`src/hdl/mlrq_pkg.sv`:
```
`timescale 1ns / 1ps
`default_nettype none
// ----------------------------------------------------------------------------
// Multilevel ready queue package
// Field widths, operation and status codes, and the level scan result type
// shared by the scheduler core, its level scan and the channel interfaces.
// ----------------------------------------------------------------------------
package mlrq_pkg;

  localparam int FUNC_W   = 2;
  localparam int SLOT_W   = 6;
  localparam int LEVEL_W  = 3;
  localparam int STATUS_W = 2;

  localparam int LEVELS_DEF = 5;
  localparam int SLOTS_DEF  = 64;

  // Operation codes.
  localparam logic [FUNC_W-1:0] FN_ENQUEUE = 2'd0;
  localparam logic [FUNC_W-1:0] FN_PICK    = 2'd1;
  localparam logic [FUNC_W-1:0] FN_REMOVE  = 2'd2;

  // Result status codes.
  localparam logic [STATUS_W-1:0] STS_DONE   = 2'd0;
  localparam logic [STATUS_W-1:0] STS_REJECT = 2'd1;
  localparam logic [STATUS_W-1:0] STS_NONE   = 2'd2;

  typedef struct packed {
    logic               found;
    logic               second;
    logic [LEVEL_W-1:0] level;
  } scan_t;

endpackage
`default_nettype wire

```
`src/hdl/mlrq_level_scan.sv`:
```
`timescale 1ns / 1ps
`default_nettype none
// ----------------------------------------------------------------------------
// Multilevel ready queue level scan
// Finds the level that pick-next serves: the first level still owed service
// in this round, else the first non-empty level once every count has cleared.
// ----------------------------------------------------------------------------
module mlrq_level_scan
  import mlrq_pkg::*;
#(
  parameter int LEVELS = LEVELS_DEF,
  parameter int CW     = 7
) (
  input  logic [CW-1:0] len    [LEVELS],
  input  logic [CW-1:0] served [LEVELS],
  output scan_t         res
);

  logic               f1, f2;
  logic [LEVEL_W-1:0] first1, first2;

  always_comb begin
    f1     = 1'b0;
    f2     = 1'b0;
    first1 = '0;
    first2 = '0;
    // Walk downwards so that the lowest matching level wins.
    for (int i = LEVELS - 1; i >= 0; i--) begin
      if (served[i] < len[i]) begin
        f1     = 1'b1;
        first1 = LEVEL_W'(i);
      end
      if (len[i] != '0) begin
        f2     = 1'b1;
        first2 = LEVEL_W'(i);
      end
    end
    res.found  = f1 | f2;
    res.second = ~f1;
    res.level  = f1 ? first1 : first2;
  end

endmodule
`default_nettype wire

```
`config.mk`:
```
export PLATFORM = sky130hd
export DESIGN_NAME = mlrq_level_scan
export DESIGN_NICKNAME = d
export VERILOG_FILES = /design/src/hdl/mlrq_pkg.sv /design/src/hdl/mlrq_level_scan.sv
export SDC_FILE = /design/constraint.sdc
export NUM_CORES = 1
export LEC_CHECK = 0
export ABC_AREA = 1
export BUFFER_PORTS_ARGS = -buffer_cell sky130_fd_sc_hd__buf_2
export CAP_MARGIN = 20
export CORE_UTILIZATION = 48
export DETAILED_ROUTE_END_ITERATION = 7
export PLACE_DENSITY = 0.95
export SLEW_MARGIN = 20
export SYNTH_ARGS = -nofsm -noshare
export SYNTH_HDL_FRONTEND = slang
export SYNTH_SLANG_ARGS = --single-unit
```
`constraint.sdc`:
```
create_clock -name vclk -period 3.2
set_clock_uncertainty 0.2 [all_clocks]
set_input_delay 0.48 -clock vclk [all_inputs]
set_output_delay 0.48 -clock vclk [all_outputs]
set_load 0.02 [all_outputs]
```
Word level (Yosys, flattened, before mapping)
Index checks and enable logic that the tools add are counted.

Logic and storage cells: 33. Flip-flop bits (word level): 0.

Bitwise gates (word level): 2. Reductions and logical operators: 5. Order comparisons: 5. Muxes and demuxes: 21.

Operators by type and width (number): $lt A7 B7 Y1 (5); $reduce_bool A7 Y1 (5); $mux W3 (11); $mux W1 (10); $not A1 Y1 (1); $or A1 B1 Y1 (1).

Depth between registers and ports, before layout
Gate-level depths: netlist of run 1.

Depth in word-level cells: 7. Mapped depth: 13.

Least setup slack after synthesis of run 1
Ideal clock, no wire load.

Path type: input -> output. Start: in len[13] (netlist bit). End: out res[1] (netlist bit). Data arrival time: 1626 ps. Data required time: 2520 ps. Cell stages on the path: 9. Slack: 894 ps. Cell sequence: inv_1 ha_1 nand2_1 inv_1 a21oi_1 nand2_1 nand2_2 inv_2 a21oi_1.

RTL lines: start, declared (RTL line mlrq_level_scan.sv:14) `input logic [CW-1:0] len [LEVELS],`; end, declared (RTL line mlrq_level_scan.sv:16) `output scan_t res`.

==> parameters.txt, run 1 <==
Parameter                              Value

STA
  Final setup violating endpoints ... 0
  Aggregate negative setup slack ... 0 ns
  Headroom to the max-slew limit ... 81.8%
  Time the worst path needs with I/O delays and setup ... 2.41 ns
  RSZ-0062 raised after global routing ... false
  Max-slew violations ... 0
  Portion of the clock cycle consumed by the worst path in the final layout ... 75.2%
  Worst-margin pin slew ... 0.271 ns
  Hold violation total from the final report ... 0
  F_max ... 415 MHz

Run status
  Result of the run ... complete, no violations

Floorplan
  Die outline area ... 0.00245 sq mm
  Effective utilization at floorplan ... 53.0%
  Number of rows in the core area ... 16
  Count of pins on the block boundary ... 75
  Vertical die dimension ... 49.5 um
  Placeable core region ... 0.00204 sq mm
  X dimension of the die ... 49.5 um

Yosys
  Post-synth top area share ... 34.7%
  Synthesized cell area ... 0.00108 sq mm
  Register area share after synthesis ... 0%
  Number of nets in the synthesized netlist ... 298
  Library cell with the largest summed area after synthesis ... ha_1
  Average footprint of a synthesized cell ... 5.47 sq um
  Synth warn ... 0
  Post-synthesis cell count ... 198
  Cell types occupying the most area after synthesis ... ha_1 35%, nand2_1 21%, inv_1 18%, a21oi_1 6.0%, nor2_1 5.5%
  Count of unique library cells instantiated by Yosys ... 15

Drt
  Vias per cell ... 4.41
  Residual DRC ... 0
  Via count ... 1324
  Per-cell routed wire length ... 7.81 um
  Wirelength, routed ... 2340 um
  Final antenna-violating net count ... 0
  Number of design-rule violations left by the first detailed-router iteration ... 15
  Initial DRT Pass Iterations ... 4

GRT
  Overflow left after global routing ... 0
  Total Routing Usage GR ... 19.8%
  Vias in the first global route ... 1185
  Maximum number of pins on one net before global-route repair ... 4
  First-pass GRT wire length ... 4150 um
  Antenna violations before repair ... 0

Final layout
  Most frequent cells in the layout ... 75 x buf_2, 61 x nand2_1, 51 x inv_1
  Clock buffer cells ... 0
  Leading cell type in the layout, fill and taps excluded ... buf_2
  Total non-filler cell area in the finished layout ... 0.00149 sq mm
  Share of final-layout standard cells stronger than drive strength 1 ... 31.1%
  Sequential cells ... 0
  Synthesis-to-finish area growth ... 37.8%
  Area occupied by registers ... 0 sq um
  Antenna diode count ... 0
  Post-layout nets ... 375
  Final Util ... 73.0%
  Non-filler cells, final ... 300

Critical path
  Top fanout value on the critical path ... 3
  Worst setup SP type ... primary input
  Sequence of cells on the critical path ... buf_2 > inv_1 > ha_1 > nand2_1 > inv_1 > a21oi_1 > nand2_1 > nand2_2 > inv_2 > a21oi_1 > buf_2
  Delay contributed by the slowest stage of the critical path ... 0.29 ns
  Type of destination of the critical path ... primary output
  Worst Path Required ... 2.52 ns
  Data arrival time of the critical path ... 1.73 ns
  Library cell contributing the largest single delay on the critical path ... ha_1
  Critical setup path kind ... primary input to primary output

Power
  Highest ir drop seen on vdd ... 0.0642 mV
  Cell area power density ... 115 mW/mm^2
  LEAKAGE ... 0.00104 uW

Place
  Buffers on Ports ... 75
  Post-placement cell area ... 0.00149 sq mm
  Number of cells in the design after placement ... 300
  Final weighted congestion in routability-driven placement ... 0.748
  DP HPWL ... 2260 um

Run
  Total of max-cap violations ... 0

Clock network
  Total of cells resized after clock tree synthesis ... 0
  Number of buffers added to fix hold violations after cts ... 0
  Post-CTS setup repair buffer count ... 0

Hold path
  Hold Crit Class ... primary input to primary output
worst paths after layout:
path,start,end,slack (ns),depth (start not counted)
setup / recovery,len[13],res[1],0.79,11
hold / removal,len[0],res[4],1.23,6
per-layer routing:
metal	GRT usage (%)	part of all wire, %	vias to the layer above
li1	-	-	755
met1	23.3	44	524
met2	40.4	49	45
met3	1.54	6.8	0
met4	0	0	0
met5	0	0	-
Yosys cell counts, drive strengths merged:
cell type and instances:
nand4 1, a21oi 13, nand3b 1, nand2 65
ha 30, nor2 21, inv 52, a21o 2
a21boi 1, nand3 9, nor3 3
through the flow:
step / power, uW / setup WS [ns] / hold WS, ns
finish: 171 / 0.792 / 1.23
global route: 201 / 0.643 / 1.29
floorplan: 106 / 0.894 / 1.05
detailed placement: 172 / 0.793 / 1.23
global placement: 167 / 0.822 / 1.23
CTS: 173 / 0.794 / 1.23
cell type report:
class / count / area [sq um]
multi-input cells: 146 / 887
fillers: 191 / 551
repair buffers: 75 / 375
inverters: 52 / 195
well taps: 27 / 33.8
where the power goes:
group,switching [uW],internal (uW)
Sequential,0,0
Combinational,90.3,80.7
Clock,0,0
critical path, delay by kind of cell:
kind                       cells  cell delay, ns
adders and majority gates      1            0.29
and+or+nand+nor                3            0.26
AOI/OAI and AO/OA              2            0.31
buffers and inverters          5            0.40
logic make-up (layout without fill, tap and decap cells):
group / Yosys count / count (layout) / synth area share [%]
simple gates: 100 / 100 / 39.2
buf+inv: 52 / 127 / 18.0
fa+ha+maj: 30 / 30 / 34.7
compound gates: 16 / 16 / 8.09
(Power assumes the default switching activity.)
==> run 2, diff against run 1 <==
--- a/config.mk
+++ b/config.mk
@@ -5,12 +5,12 @@
 export SDC_FILE = /design/constraint.sdc
 export NUM_CORES = 1
 export LEC_CHECK = 0
-export ABC_AREA = 1
+export ABC_AREA = 0
 export BUFFER_PORTS_ARGS = -buffer_cell sky130_fd_sc_hd__buf_2
 export CAP_MARGIN = 20
-export CORE_UTILIZATION = 48
+export CORE_UTILIZATION = 38
 export DETAILED_ROUTE_END_ITERATION = 7
-export PLACE_DENSITY = 0.95
+export PLACE_DENSITY = 0.93
 export SLEW_MARGIN = 20
 export SYNTH_ARGS = -nofsm -noshare
 export SYNTH_HDL_FRONTEND = slang
==> constraint.sdc (replaced) <==
create_clock -name vclk -period 2.2
set_clock_uncertainty 0.2 [all_clocks]
set_input_delay 0.33 -clock vclk [all_inputs]
set_output_delay 0.33 -clock vclk [all_outputs]
set_load 0.02 [all_outputs]
==> parameters.txt, run 2 <==
Parameter                              Value

Final layout
  Synthesis-to-finish area growth ... 73.6%
  Clock buffer cells ... 0 (unchanged)
  Post-layout nets ... 322 (-14%)
  Antenna diode count ... 0 (unchanged)
  Filler Cells Inserted ... 171 (-10%)
  Leading cell type in the layout, fill and taps excluded ... buf_2
  Area taken by multi-input logic gates ... 976 sq um (+10%)
  Non-filler cells, final ... 248 (-17%)
  Most frequent cells in the layout ... 70 x buf_2, 26 x inv_1, 24 x ha_1
  Area occupied by registers ... 0 sq um (unchanged)
  Share of final-layout standard cells stronger than drive strength 1 ... 51.4% (+20 points)
  Sequential cells ... 0 (unchanged)

Power
  Highest ir drop seen on vdd ... 0.138 mV (+110%)
  Internal Power ... 175 uW (+120%)
  Part of the power in registers ... 0% (unchanged)
  Cell area power density ... 198 mW/mm^2 (+73%)
  Sw Pwr ... 150 uW (+66%)
  Switching part of the total power ... 46.1% (-6.7 points)
  Clock Power Share ... 0% (unchanged)
  LEAKAGE ... 0.000918 uW (-12%)
  Logic pwr share ... 100.0% (about the same)

Floorplan
  Vertical die dimension ... 51.9 um (+4.8%)
  Count of pins on the block boundary ... 75 (unchanged)
  Number of rows in the core area ... 17 (+1)
  Die outline area ... 0.00269 sq mm (+9.8%)
  Placeable core region ... 0.00228 sq mm (+11%)
  Effective utilization at floorplan ... 41.5% (-11 points)
  X dimension of the die ... 51.9 um (+4.8%)

Place
  Final weighted congestion in routability-driven placement ... 0.782 (+4.5%)
  Number of cells in the design after placement ... 247 (-18%)
  Buffers on Ports ... 75 (unchanged)
  Placement-stage worst setup slack ... -0.205 ns (-0.999 ns)
  DP HPWL ... 2460 um (+8.8%)

Hold path
  Worst hold stages ... 6 (unchanged)
  Hold Crit Class ... primary input to primary output
  Hold path startpoint ... len[29]
  Worst hold endpoint ... res[0]

GRT
  Maximum number of pins on one net before global-route repair ... 5 (+1)
  Antenna violations before repair ... 0 (unchanged)
  Total Routing Usage GR ... 23.0% (+3.2 points)
  Overflow left after global routing ... 0 (unchanged)
  Vias in the first global route ... 1253 (+5.7%)
  First-pass GRT wire length ... 4790 um (+15%)

STA
  Final setup violating endpoints ... 5 (+5)
  Hold violation total from the final report ... 0 (unchanged)
  Portion of the clock cycle consumed by the worst path in the final layout ... 109%
  F_max ... 415 MHz
  Headroom to the max-slew limit ... 68.2% (-14 points)
  Post-route worst setup slack ... -0.209 ns (-1.00 ns)
  RSZ-0062 raised after global routing ... true
  Worst-margin pin slew ... 0.473 ns (+0.202 ns)
  Time the worst path needs with I/O delays and setup ... 2.41 ns
  Max-slew violations ... 0 (unchanged)

Drt
  Initial DRT Pass Iterations ... 4 (unchanged)
  Via count ... 1307 (-1.3%)
  Wirelength, routed ... 3150 um (+34%)
  Vias per cell ... 5.27 (+19%)
  Per-cell routed wire length ... 12.7 um (+62%)
  Final antenna-violating net count ... 0 (unchanged)
  Number of design-rule violations left by the first detailed-router iteration ... 11 (-4)
  Residual DRC ... 0 (unchanged)

Critical path
  Type of destination of the critical path ... primary output
  Critical setup path kind ... primary input to primary output
  Worst Path Required ... 1.67 ns (-0.85 ns)
  Worst setup SP type ... primary input
  Data arrival time of the critical path ... 1.88 ns (+0.15 ns)
  Top fanout value on the critical path ... 4 (+1)

Yosys
  Number of nets in the synthesized netlist ... 231 (-22%)
  Synth top cells by count ... 30 x ha_1, 30 x inv_1, 12 x nand4_1, 6 x a21oi_1, 6 x nor4_1
  Xor and xnor fraction of the mapped netlist area ... 0% (unchanged)
  Synth warn ... 0 (unchanged)
  Main combinational cell family by area after synthesis ... adder cells
  Post-synth top area share ... 39.7% (+5.1 points)
  Cell types occupying the most area after synthesis ... ha_1 40%, inv_1 12%, nand4_1 7.9%, a21o_1 4.0%, nor4_1 4.0%
  Multiplexer area fraction after synthesis ... 0% (unchanged)
  Simple-Gate Fraction of Synth Area ... 28.9% (-10 points)
  Post-synthesis cell count ... 131 (-34%)
  Library cell with the largest summed area after synthesis ... ha_1
  Fraction of the mapped netlist area in compound gates ... 19.5% (+11 points)
  Count of unique library cells instantiated by Yosys ... 25 (+10)
  Synthesized cell area ... 945 sq um (-13%)
  Adder-cell share of the synthesized area ... 39.7% (+5.1 points)
  Register area share after synthesis ... 0% (unchanged)
  Average footprint of a synthesized cell ... 7.21 sq um (+32%)

Run
  Total of max-cap violations ... 0 (unchanged)

Run status
  Result of the run ... finished, violations left
  Violations in the final reports ... negative setup slack

Clock network
  Number of buffers added to fix hold violations after cts ... 0 (unchanged)
-- run 2: metal layers --
| layer | track usage, % | vias to the layer above | share of wire [%] | wire length (um) |
|---|---|---|---|---|
| met5 | 0 | - | 0 | 0 |
| met2 | 47.0 | 52 | 54 | 1700 |
| li1 | - | 668 | - | - |
| met1 | 23.7 | 583 | 40 | 1250 |
| met3 | 2.34 | 4 | 5.1 | 161 |
| met4 | 6.76 | 0 | 1.2 | 39 |
-- run 2: kinds of logic after synthesis --
group / count (synthesis)
and+or+nand+nor: 45
AOI/OAI and AO/OA: 26
buffers and inverters: 30
adders and majority gates: 30
-- run 2: power by group through the flow --
stage	clock network, uW	registers, uW	logic, uW
after CTS	0	0	307
after floorplan	0	0	151
after detailed placement	0	0	279
final	0	0	325
after global routing	0	0	354
after global placement	0	0	268
-- run 2: layout make-up --
type	count	share of cell area (%)
multi-input cells	101	59.5
repair buffers	89	31.2
inverters	30	7.17
well taps	28	2.14
-- run 2: critical path, cell delays in order --
cell and delay [ns]:
buf_2 0.12, inv_2 0.08, ha_4 0.20, and3_4 0.15, a221o_1 0.30, a31oi_2 0.19, nand4bb_4 0.21, nand3b_1 0.16
buf_6 0.14
-- run 2: what timing repair did --
action,in CTS,in global routing
endpoints found under the setup margin,5,5
gates resized for setup,18,7
gates cloned,0,0
pin swaps,7,3
hold endpoints to repair,0,0
buffers inserted,1,0
-- run 2: worst max path at each step --
stage / from / endpoint / depth (start not counted)
2_1_floorplan: len[18] / res[4] / 7
3_3_place_gp: len[18] / res[4] / 9
3_5_place_dp: len[18] / res[4] / 9
4_1_cts: len[20] / res[4] / 9
5_1_grt: len[6] / res[0] / 9
6_report: len[18] / res[4] / 9
-- run 2: stage by stage --
step                      setup TNS (ns)  instance area (sq um)  util [%]  hold slack, ns  power, uW
after floorplan                        0                    992         -           0.796        151
after global routing              -0.904                   1640      72.1            1.02        354
after detailed placement          -0.753                   1500      65.9           0.966        279
after CTS                         -0.486                   1610      70.6           0.950        307
after global placement            -0.616                   1500      65.9           0.957        268
final                             -0.685                   1640      72.1           0.986        325
